--- config.mk ---
export PLATFORM = sky130hd
export DESIGN_NAME = rgb_to_hsv_pixel
export DESIGN_NICKNAME = d
export VERILOG_FILES = /design/src/sv/rgbhsv_pkg.sv /design/src/sv/rgbhsv_front.sv /design/src/sv/rgbhsv_div_step.sv /design/src/sv/rgb_to_hsv_pixel.sv
export SDC_FILE = /design/constraint.sdc
export NUM_CORES = 2
export LEC_CHECK = 0
export BUFFER_PORTS_ARGS = -buffer_cell sky130_fd_sc_hd__buf_2
export CORE_MARGIN = 2
export CORE_UTILIZATION = 55
export DETAILED_ROUTE_END_ITERATION = 12
export PLACE_DENSITY = 0.79
export SETUP_SLACK_MARGIN = 0.1
export SKIP_LAST_GASP = 1
export SYNTH_ARGS = -nofsm -noshare
export SYNTH_HDL_FRONTEND = slang
export SYNTH_SLANG_ARGS = --single-unit
--- constraint.sdc ---
create_clock -name clock -period 20.6 [get_ports clock]
set_clock_uncertainty 0.15 [all_clocks]
set_input_delay 1.03 -clock clock [delete_from_list [all_inputs] [get_ports clock]]
set_output_delay 1.03 -clock clock [all_outputs]
set_load 0.1 [all_outputs]
--- src/sv/rgbhsv_pkg.sv ---
package rgbhsv_pkg;

   localparam int CH_W      = 8;
   localparam int SAT_REM_W = 8;   // remainder stays below max, at most 255
   localparam int HUE_REM_W = 11;  // remainder stays below 6*(max-min), at most 1530
   localparam int NUM_W     = 12;  // signed hue numerator before the wrap

   typedef enum logic [1:0] {
      SECT_RED,
      SECT_GREEN,
      SECT_BLUE
   } sector_type;

   // operands of both long divisions, carried down the divider stages
   typedef struct packed {
      logic [SAT_REM_W-1:0] sat_rem;
      logic [CH_W-1:0]      sat_div;
      logic [HUE_REM_W-1:0] hue_rem;
      logic [HUE_REM_W-1:0] hue_div;
      logic [CH_W-1:0]      bri;
   } div_pay_type;

endpackage

--- src/sv/rgbhsv_front.sv ---
module rgbhsv_front
   import rgbhsv_pkg::*;
(
   input  logic              clock,
   input  logic              reset,
   input  logic              in_valid,
   input  logic [CH_W-1:0]   in_red,
   input  logic [CH_W-1:0]   in_green,
   input  logic [CH_W-1:0]   in_blue,
   output logic              up_ready,
   output logic              out_valid,
   output div_pay_type       out_pay,
   input  logic              down_ready
);

   // stage 1: max, min and winning channel
   logic              s1_valid_ff, s1_valid_in;
   logic [CH_W-1:0]   s1_red_ff, s1_green_ff, s1_blue_ff;
   logic [CH_W-1:0]   s1_max_ff, s1_max_in;
   logic [CH_W-1:0]   s1_min_ff, s1_min_in;
   sector_type        s1_sect_ff, s1_sect_in;
   logic              s1_ready;

   // stage 2: division operands
   logic              s2_valid_ff, s2_valid_in;
   div_pay_type       s2_pay_ff, s2_pay_in;
   logic              s2_ready;

   logic [CH_W-1:0]        diff;
   logic [HUE_REM_W-1:0]   diff6;
   logic signed [NUM_W-1:0] r_s, g_s, b_s, d_s, num, num_wrap;

   assign s2_ready = !s2_valid_ff || down_ready;
   assign s1_ready = !s1_valid_ff || s2_ready;
   assign up_ready = s1_ready;

   always_comb begin
      // red wins ties over green, green over blue
      if (in_red >= in_green && in_red >= in_blue) begin
         s1_sect_in = SECT_RED;
         s1_max_in  = in_red;
      end else if (in_green >= in_blue) begin
         s1_sect_in = SECT_GREEN;
         s1_max_in  = in_green;
      end else begin
         s1_sect_in = SECT_BLUE;
         s1_max_in  = in_blue;
      end
      s1_min_in = in_red;
      if (in_green < s1_min_in) s1_min_in = in_green;
      if (in_blue < s1_min_in)  s1_min_in = in_blue;
      s1_valid_in = s1_ready ? in_valid : s1_valid_ff;
   end

   always_ff @(posedge clock) begin
      if (reset) begin
         s1_valid_ff <= 1'b0;
      end else begin
         s1_valid_ff <= s1_valid_in;
      end
      if (s1_ready) begin
         s1_red_ff   <= in_red;
         s1_green_ff <= in_green;
         s1_blue_ff  <= in_blue;
         s1_max_ff   <= s1_max_in;
         s1_min_ff   <= s1_min_in;
         s1_sect_ff  <= s1_sect_in;
      end
   end

   always_comb begin
      diff  = s1_max_ff - s1_min_ff;
      diff6 = HUE_REM_W'({diff, 2'b00}) + HUE_REM_W'({diff, 1'b0});
      r_s   = signed'(NUM_W'(s1_red_ff));
      g_s   = signed'(NUM_W'(s1_green_ff));
      b_s   = signed'(NUM_W'(s1_blue_ff));
      d_s   = signed'(NUM_W'(diff));
      case (s1_sect_ff)
         SECT_RED:   num = g_s - b_s;
         SECT_GREEN: num = (d_s <<< 1) + b_s - r_s;
         SECT_BLUE:  num = (d_s <<< 2) + r_s - g_s;
         default:    num = '0;
      endcase
      // negative hue wraps by one full turn
      num_wrap = num;
      if (num < 0) num_wrap = num + signed'(NUM_W'(diff6));

      s2_pay_in.sat_rem = diff;
      s2_pay_in.sat_div = (s1_max_ff == '0) ? CH_W'(1) : s1_max_ff;
      s2_pay_in.hue_rem = num_wrap[HUE_REM_W-1:0];
      s2_pay_in.hue_div = (diff == '0) ? HUE_REM_W'(1) : diff6;
      s2_pay_in.bri     = s1_max_ff;
      s2_valid_in = s2_ready ? s1_valid_ff : s2_valid_ff;
   end

   always_ff @(posedge clock) begin
      if (reset) begin
         s2_valid_ff <= 1'b0;
      end else begin
         s2_valid_ff <= s2_valid_in;
      end
      if (s2_ready) begin
         s2_pay_ff <= s2_pay_in;
      end
   end

   assign out_valid = s2_valid_ff;
   assign out_pay   = s2_pay_ff;

endmodule

--- src/sv/rgbhsv_div_step.sv ---
module rgbhsv_div_step
   import rgbhsv_pkg::*;
#(
   parameter int QW         = 17,
   parameter bit FIRST_STEP = 1'b0
) (
   input  logic            clock,
   input  logic            reset,
   input  logic            in_valid,
   input  div_pay_type     in_pay,
   input  logic [QW-1:0]   in_sat_q,
   input  logic [QW-1:0]   in_hue_q,
   output logic            up_ready,
   output logic            out_valid,
   output div_pay_type     out_pay,
   output logic [QW-1:0]   out_sat_q,
   output logic [QW-1:0]   out_hue_q,
   input  logic            down_ready
);

   logic                valid_ff, valid_in;
   div_pay_type         pay_ff, pay_in;
   logic [QW-1:0]       sat_q_ff, sat_q_in, hue_q_ff, hue_q_in;

   logic [SAT_REM_W:0]  sat_work, sat_next;
   logic [HUE_REM_W:0]  hue_work, hue_next;
   logic                sat_bit, hue_bit;

   assign up_ready = !valid_ff || down_ready;

   always_comb begin
      // the first step yields the integer bit, the rest shift in one fraction bit each
      if (FIRST_STEP) begin
         sat_work = {1'b0, in_pay.sat_rem};
         hue_work = {1'b0, in_pay.hue_rem};
      end else begin
         sat_work = {in_pay.sat_rem, 1'b0};
         hue_work = {in_pay.hue_rem, 1'b0};
      end
      sat_bit  = sat_work >= {1'b0, in_pay.sat_div};
      hue_bit  = hue_work >= {1'b0, in_pay.hue_div};
      sat_next = sat_bit ? sat_work - {1'b0, in_pay.sat_div} : sat_work;
      hue_next = hue_bit ? hue_work - {1'b0, in_pay.hue_div} : hue_work;

      pay_in         = in_pay;
      pay_in.sat_rem = sat_next[SAT_REM_W-1:0];
      pay_in.hue_rem = hue_next[HUE_REM_W-1:0];
      sat_q_in       = {in_sat_q[QW-2:0], sat_bit};
      hue_q_in       = {in_hue_q[QW-2:0], hue_bit};
      valid_in       = up_ready ? in_valid : valid_ff;
   end

   always_ff @(posedge clock) begin
      if (reset) begin
         valid_ff <= 1'b0;
      end else begin
         valid_ff <= valid_in;
      end
      if (up_ready) begin
         pay_ff   <= pay_in;
         sat_q_ff <= sat_q_in;
         hue_q_ff <= hue_q_in;
      end
   end

   assign out_valid = valid_ff;
   assign out_pay   = pay_ff;
   assign out_sat_q = sat_q_ff;
   assign out_hue_q = hue_q_ff;

endmodule

--- src/sv/rgb_to_hsv_pixel.sv ---
// rgb_to_hsv_pixel: streaming RGB to hue / saturation / brightness converter
//
// request channel: req_valid with req_red, req_green, req_blue (8 bits each);
//   a beat is taken at a clock edge with req_valid high and req_stall low
// response channel: rsp_valid with rsp_hue (16 bits), rsp_saturation (17 bits)
//   and rsp_brightness (8 bits); a beat is taken when rsp_valid is high and
//   rsp_stall is low; one response beat per request beat, in order
// hue is a fraction of a full turn and saturation a fraction of one, both
//   scaled by 2^FRAC_BITS and truncated; brightness is the largest channel
// pipeline: max/min, then the division operands, then one stage per quotient
//   bit of the two long divisions, which run side by side in the same stages
// throughput: one pixel per clock without a stall; each stage takes a new beat
//   when it is empty or the stage after it moves, so bubbles close up under a stall
// when the receiver stalls, the last stage holds its beat stable and the
//   stall backs up stage by stage; req_stall rises only once every stage is full
// reset (synchronous, active high) empties the pipeline; nothing else is cleared
module rgb_to_hsv_pixel
   import rgbhsv_pkg::*;
#(
   parameter int FRAC_BITS = 16
) (
   input  logic              clock,
   input  logic              reset,
   input  logic              req_valid,
   output logic              req_stall,
   input  logic [7:0]        req_red,
   input  logic [7:0]        req_green,
   input  logic [7:0]        req_blue,
   output logic              rsp_valid,
   input  logic              rsp_stall,
   output logic [15:0]       rsp_hue,
   output logic [16:0]       rsp_saturation,
   output logic [7:0]        rsp_brightness
);

   // one integer bit plus FRAC_BITS fraction bits, one step each
   localparam int QW    = FRAC_BITS + 1;
   localparam int STEPS = QW;

   div_pay_type   pay   [STEPS+1];
   logic          vld   [STEPS+1];
   logic          rdy   [STEPS+1];
   logic [QW-1:0] sat_q [STEPS+1];
   logic [QW-1:0] hue_q [STEPS+1];
   logic          front_ready;

   // max/min, hue numerator and the divisors
   rgbhsv_front u_front (
      .clock      (clock),
      .reset      (reset),
      .in_valid   (req_valid),
      .in_red     (req_red),
      .in_green   (req_green),
      .in_blue    (req_blue),
      .up_ready   (front_ready),
      .out_valid  (vld[0]),
      .out_pay    (pay[0]),
      .down_ready (rdy[0])
   );

   assign req_stall = !front_ready;
   assign sat_q[0]  = '0;
   assign hue_q[0]  = '0;

   // restoring long division, one quotient bit per stage for both quotients
   for (genvar k = 0; k < STEPS; k++) begin : g_div
      rgbhsv_div_step #(
         .QW         (QW),
         .FIRST_STEP (k == 0)
      ) u_step (
         .clock      (clock),
         .reset      (reset),
         .in_valid   (vld[k]),
         .in_pay     (pay[k]),
         .in_sat_q   (sat_q[k]),
         .in_hue_q   (hue_q[k]),
         .up_ready   (rdy[k]),
         .out_valid  (vld[k+1]),
         .out_pay    (pay[k+1]),
         .out_sat_q  (sat_q[k+1]),
         .out_hue_q  (hue_q[k+1]),
         .down_ready (rdy[k+1])
      );
   end

   // last divider stage doubles as the output register
   assign rdy[STEPS]     = !rsp_stall;
   assign rsp_valid      = vld[STEPS];
   assign rsp_hue        = 16'(hue_q[STEPS]);
   assign rsp_saturation = 17'(sat_q[STEPS]);
   assign rsp_brightness = pay[STEPS].bri;

endmodule
; Yosys cells after proc, flatten, opt, wreduce, memory -nomap -nowiden
; Cells that the tools add are included.
[totals]
mem_bits_ro = 0
output_inout_bits = 43
wordCells = 339
in_bits = 28
ramBits = 0
mem_count = 0
ff_bits = 1140
latch_bits = 0
[classes]
n_eq_ne = 2
shifts = 0
n_reduce_logical = 44
magnitude_cmp = 40
add_sub_neg = 40
n_mul = 0
n_bitwise = 0
muxes = 39
div_mod_pow = 0
[op_table]
columns = op, count
row1 = >= comparator 12 x 11 -> 1 bit, 16
row2 = 2-to-1 mux 11 bit, 17
row3 = subtractor 11 bit, 16
row4 = 2-to-1 mux 8 bit, 20
row5 = >= comparator 9 x 8 -> 1 bit, 16
row6 = subtractor 8 bit, 17
row7 = case mux 12 bit (3 select lines), 1
row8 = >= comparator 8 bit, 4
row9 = subtractor 12 x 9 -> 12 bit, 2
row10 = logical NOT 1 bit, 21
row11 = logical OR 1 bit, 19
row12 = logical NOT 8 bit, 2
row13 = less-than comparator 8 bit, 2
row14 = "less-than comparator 12 x 1 -> 1 bit, second input constant", 1
row15 = adder 10 x 8 -> 11 bit, 1
row16 = adder 10 x 9 -> 11 bit, 1
row17 = adder 11 bit, 1
row18 = >= comparator 11 bit, 1
row19 = adder 9 x 8 -> 10 bit, 1
row20 = subtractor 8 x 8 -> 9 bit, 1
row21 = "== test 2 x 1 -> 1 bit, second input constant", 1
row22 = "== test 2 bit, second input constant", 1
row23 = logical NOT 2 bit, 1
row24 = 2-to-1 mux 2 bit, 1
row25 = logical AND 1 bit, 1

; Longest topological paths before layout
[logic_depth]
word_depth = 21
ltp_mapped = 25
ltp_nobuf = 25

; By module
; A second synthesis with hierarchy kept.
[hier_totals]
hier_cells = 4903
hier_area_um2 = 68594.5
[modules_own_cells]
columns = module, area_each_um2, seq_area_each_um2, n_inst, cells_each
row1 = rgbhsv_div_step at g_div[10].u_step ..., 3629.7, 2422.3, 15, 252
row2 = rgbhsv_front, 6841.6, 2682.6, 1, 619
row3 = rgbhsv_div_step at g_div[0].u_step, 3669.8, 2422.3, 1, 248
row4 = rgbhsv_div_step at g_div[3].u_step, 3626.0, 2422.3, 1, 253
row5 = rgb_to_hsv_pixel, 11.3, 0.0, 1, 3

; Worst setup path after synthesis
; OpenSTA, ideal clock, no wires.
[synth_timing]
path_type = reg2out
startpoint = register g_div[16].u_step.valid_ff
endpoint = output req_stall
arrival_ns = 7.493
required_time_ns = 19.420
path_stages_with_launch = 8
setup_slack_ns = 11.927
n_path_buf = 0
cell_sequence = dfxtp_1 > and3_1 > inv_1 > nor2_1 > nand2_1 > nor4_1 > nand4_1 > inv_1
[synth_between]
elab_chain_cells = 21
[synth_lines]
columns = item, line
row1 = from (decl), rgbhsv_div_step.sv:21  ; logic valid_ff, valid_in;
row2 = from (signal assigned), rgbhsv_div_step.sv:57  ; valid_ff <= valid_in;
row3 = logical NOT 1 bit, rgbhsv_div_step.sv:29  ; assign up_ready = !valid_ff || down_ready;
row4 = logical OR 1 bit (2 in series), rgbhsv_div_step.sv:29
row5 = named net g_div[14].u_step.down_ready, rgbhsv_div_step.sv:18  ; input logic down_ready
row6 = logical OR 1 bit (4 in series), rgbhsv_div_step.sv:29
row7 = named net g_div[10].u_step.down_ready, rgbhsv_div_step.sv:18
row8 = logical OR 1 bit (11 in series), rgbhsv_div_step.sv:29
row9 = logical OR 1 bit, rgbhsv_front.sv:33  ; assign s2_ready = !s2_valid_ff || down_ready;
row10 = logical OR 1 bit, rgbhsv_front.sv:34  ; assign s1_ready = !s1_valid_ff || s2_ready;
row11 = logical NOT 1 bit, rgb_to_hsv_pixel.sv:61  ; assign req_stall = !front_ready;
row12 = to (decl), rgb_to_hsv_pixel.sv:25  ; output logic req_stall,
; The timed path passes the listed nets, and every way through them passes these cells.

; Worst setup path in the final report
[layout_timing]
startpoint = register u_front.s1_max_ff[0]
endpoint = register u_front.s2_pay_ff, in the netlist u_front.out_pay[29], data pin
[layout_between]
elab_chain_cells = 6
elab_cells_between_ends = 10
classes_between = add/sub (7) / order compare (1) / mux (2)
[layout_lines]
columns = item, line
row1 = from (decl), rgbhsv_front.sv:19  ; logic [CH_W-1:0] s1_max_ff, s1_max_in;
row2 = from (signal assigned), rgbhsv_front.sv:65  ; s1_max_ff <= s1_max_in;
row3 = subtractor 8 bit *, rgbhsv_front.sv:72  ; diff = s1_max_ff - s1_min_ff;
row4 = named net u_front.diff[1], rgbhsv_front.sv:29  ; logic [CH_W-1:0] diff;
row5 = adder 10 x 8 -> 11 bit / adder 9 x 8 -> 10 bit (equally long branches), "rgbhsv_front.sv:81, rgbhsv_front.sv:80"
row6 = "subtractor 12 x 9 -> 12 bit, on equally long branches", "rgbhsv_front.sv:81, rgbhsv_front.sv:80"
row7 = case mux 12 bit (3 select lines), rgbhsv_front.sv:78  ; case (s1_sect_ff)
row8 = adder 11 bit / less-than comparator 12 x 1 -> 1 bit (equally long branches), rgbhsv_front.sv:86  ; if (num < 0) num_wrap = num + signed'(NUM_W'(diff6));
row9 = 2-to-1 mux 11 bit *, rgbhsv_front.sv:86
row10 = named net u_front.num_wrap[10], rgbhsv_front.sv:31  ; logic signed [NUM_W-1:0] r_s, g_s, b_s, d_s, num, num_wrap;
row11 = to (signal assigned), rgbhsv_front.sv:103  ; s2_pay_ff <= s2_pay_in;
row12 = to (decl), rgbhsv_front.sv:26  ; div_pay_type s2_pay_ff, s2_pay_in;
; Mark *: on every way through the listed nets, which the timed path passes. The rest lies on a longest branch.
; A chain may end at the register's enable or synchronous reset.

==> impl_metrics.csv <==
group,metric,value,unit
setup_path,end_kind,"flip-flop",
synth,synth-seq-area-share,61.2,%
drt,dr.pass1.iters,8,
grt,grt_pass1_vias,32500,
synth,syn_avg_cell_area,13.2,um2
synth,synthTopCellsByArea,"edfxtp_1 (60%), ha_1 (9.5%), mux2_2 (4.4%)",
synth,synth_top_area_cell,"edfxtp_1",
clocking,cts_resized,0,
synth,synth.top_cell.area_share,60.5,%
placement,port_buffers,70,
layout,area_growth,10.7,%
clocking,htreeDepth,3,
drt,ant_nets,0,
synth,mappedNetlistArea,55600,um2
setup_path,arrival,6090,ps
clocking,clk_path_buf_depth,3,
setup_path,cp_top_family,"adder cells",
placement,placed_cell_area,57700,um2
synth,synth_edf_count,1121,
setup_path,critPathBufInv,4,
sta,post-route-period-util,28.1,%
drt,drcViolationCount,0,
layout,nNetsFinal,4865,
sta,max_slew.worst_pin.slew,1180,ps
sta,hold_violations,0,
sta,relSlewSlack,21.5,%
setup_path,critPathRequiredTime,20890,ps
floorplanning,initial_core_util,55.6,%
drt,drt_iter0_drc,1985,
drt,vias,31800,
layout,final_common_cell,"edfxtp_1",
setup_path,start_kind,"flip-flop",
synth,syn_inst,4208,
grt,grt_max_degree,75,
outcome,status,"finished clean",
clocking,cts_root_buf,"clkbuf_16",
synth,synth_cell_types,69,
layout,fin_util,61.5,%
clocking,cts_made_buffers,111,
layout,design_area,61600,um2
floorplanning,dieArea,104000,um2
floorplanning,pin_count,71,
grt,grt_pass1_wl,161000,um
placement,hpwl,69800,um
synth,ys_seq_elements,1140,
clocking,tritoncts,"built",
layout,final_cell_mix,"edfxtp_1 (1121), inv_1 (570), ha_1 (421)",
synth,synthFlopType,"edfxtp_1",
layout,fill_cells,7241,
drt,wl,98800,um
clocking,clk_latency,710,ps
setup_path,cp_max_fo,7,
clocking,cts.hold.buffers_added,0,
sta,post-route-min-period,5790,ps
synth,async_flop_share,0,%
floorplanning,core.rowCount,116,
layout,diodes,0,
setup_path,slowest_delay,660,ps
setup_path,cp_common_cell,"inv_1",
clocking,postCtsSetupBuffers,0,
grt,grt_usage,19.3,%
sta,fin_tns_setup,0,ps
setup_path,worstPathCellList,"inv_1, ha_1, inv_1, fa_1, inv_1, fa_1, inv_1, ha_1, nor2b_1, o21ai_0, a21boi_0, o21ai_0, nand2b_1, xnor2_1, o211ai_1, ha_1, or2_2, a21oi_1, a21oi_1, and4b_1, a2111oi_4, xnor2_1",
setup_path,cpMaxStageDelayCell,"fa_1",
layout,final_layout_size_suffix_gt1_share,11.9,%
min_path,hold_path_class,"reg2reg",
sta,maxSlewViolCount,0,
floorplanning,fp.dieH,322,um
grt,overflow,0,
placement,gp_congestion,0.891,
sta,fmax,173,MHz
clocking,cts.sinks,1140,
floorplanning,die_w,322,um
synth,yosys_warnings,0,
drt,post_drt_via_cell_ratio,5.50,
synth,synth_fp_nets,4697,
sta,setup_viol,0,
run,maxCapViolations,0,
sta,grt_setup_unrepaired,"no",
drt,wl_per_cell,17.1,um
setup_path,critPathKind,"reg2reg",
clocking,clkTransAtPathRegs,60,ps
grt,grt_antenna_before_repair,0,
floorplanning,core,100000,um2
[Yosys cell counts, types with 22 or more instances]
cell,count
a21oi_1,134
mux2i_1,68
and2_1,36
o21ai_0,184
o211ai_1,27
mux2_2,217
nor3_1,47
and3_1,22
ha_1,421
nor2b_1,97
o21a_1,35
clkbuf_1,31
a21o_1,64
a21boi_0,65
nand2b_1,49
nor2_1,270
nand3_1,58
edfxtp_1,1121
xnor2_1,99
fa_1,40
nor4_1,23
xor2_1,73
inv_1,576
nand2_1,187
nand4_1,47
[sequential cells by signal, summed over array words and instances, names as in the netlist, 17 cells and up]
name,cells
g_div.u_step.out_sat_q,153
g_div.u_step.out_pay,744
g_div.u_step.out_hue_q,136
g_div.u_step.out_valid,17
u_front.out_pay,46
[logic make-up after synthesis]
logic type | Yosys count | share of synthesized area (%)
xor gates and xnor gates | 174 | 2.78
and+or+nand+nor | 873 | 7.58
DFF | 1140 | 61.2
AOI/OAI and AO/OA | 660 | 7.76
adders and majority gates | 461 | 10.9
buffers and inverters | 614 | 4.15
muxes | 286 | 5.64
[area by class of cell]
cell class                      count  area, um2  area share, %
Clock inverter                     76        986           1.60
Multi-Input combinational cell   2454      19300           31.4
Sequential cell                  1140      34000           55.3
Tap cell                         1298       1620           2.64
Inverter                          577       2170           3.52
Timing Repair Buffer               92        515          0.837
Clock buffer                      135       2920           4.74
[stage by stage]
stage | cells | setup WS, ps | hold slack, ps
after floorplan | 4208 | 11930 | 250
after CTS | 5772 | 14820 | 232
final | 5772 | 14810 | 242
after global routing | 5772 | 14370 | 249
after global placement | 5561 | 14880 | 250
after detailed placement | 5561 | 14770 | 255
[path summary, 6_finish.rpt]
path / startpoint / to / slack (ps) / depth (start not counted)
setup reg to reg: u_front.s1_max_ff[0]$_DFFE_PN_ / u_front.out_pay[29]$_DFFE_PP_ / 14810 / 22
hold reg to reg: g_div[6].u_step.out_sat_q[4]$_DFFE_PP_ / g_div[7].u_step.out_sat_q[5]$_DFFE_PP_ / 240 / 0
setup / recovery: u_front.s1_max_ff[0]$_DFFE_PN_ / u_front.out_pay[29]$_DFFE_PP_ / 14810 / 22
hold / removal: g_div[6].u_step.out_sat_q[4]$_DFFE_PP_ / g_div[7].u_step.out_sat_q[5]$_DFFE_PP_ / 240 / 0
[routing by layer]
| metal | wire (um) | up-vias | GRT usage (%) |
|---|---|---|---|
| li1 | - | 15600 | - |
| met1 | 38300 | 15300 | 21.2 |
| met2 | 53200 | 629 | 36.8 |
| met3 | 3200 | 240 | 2.44 |
| met4 | 4150 | 0 | 8.56 |
| met5 | 0 | - | 0 |
Power is not shown: default switching activity piles up to over one toggle a cycle in this logic, so the estimate is an artifact.
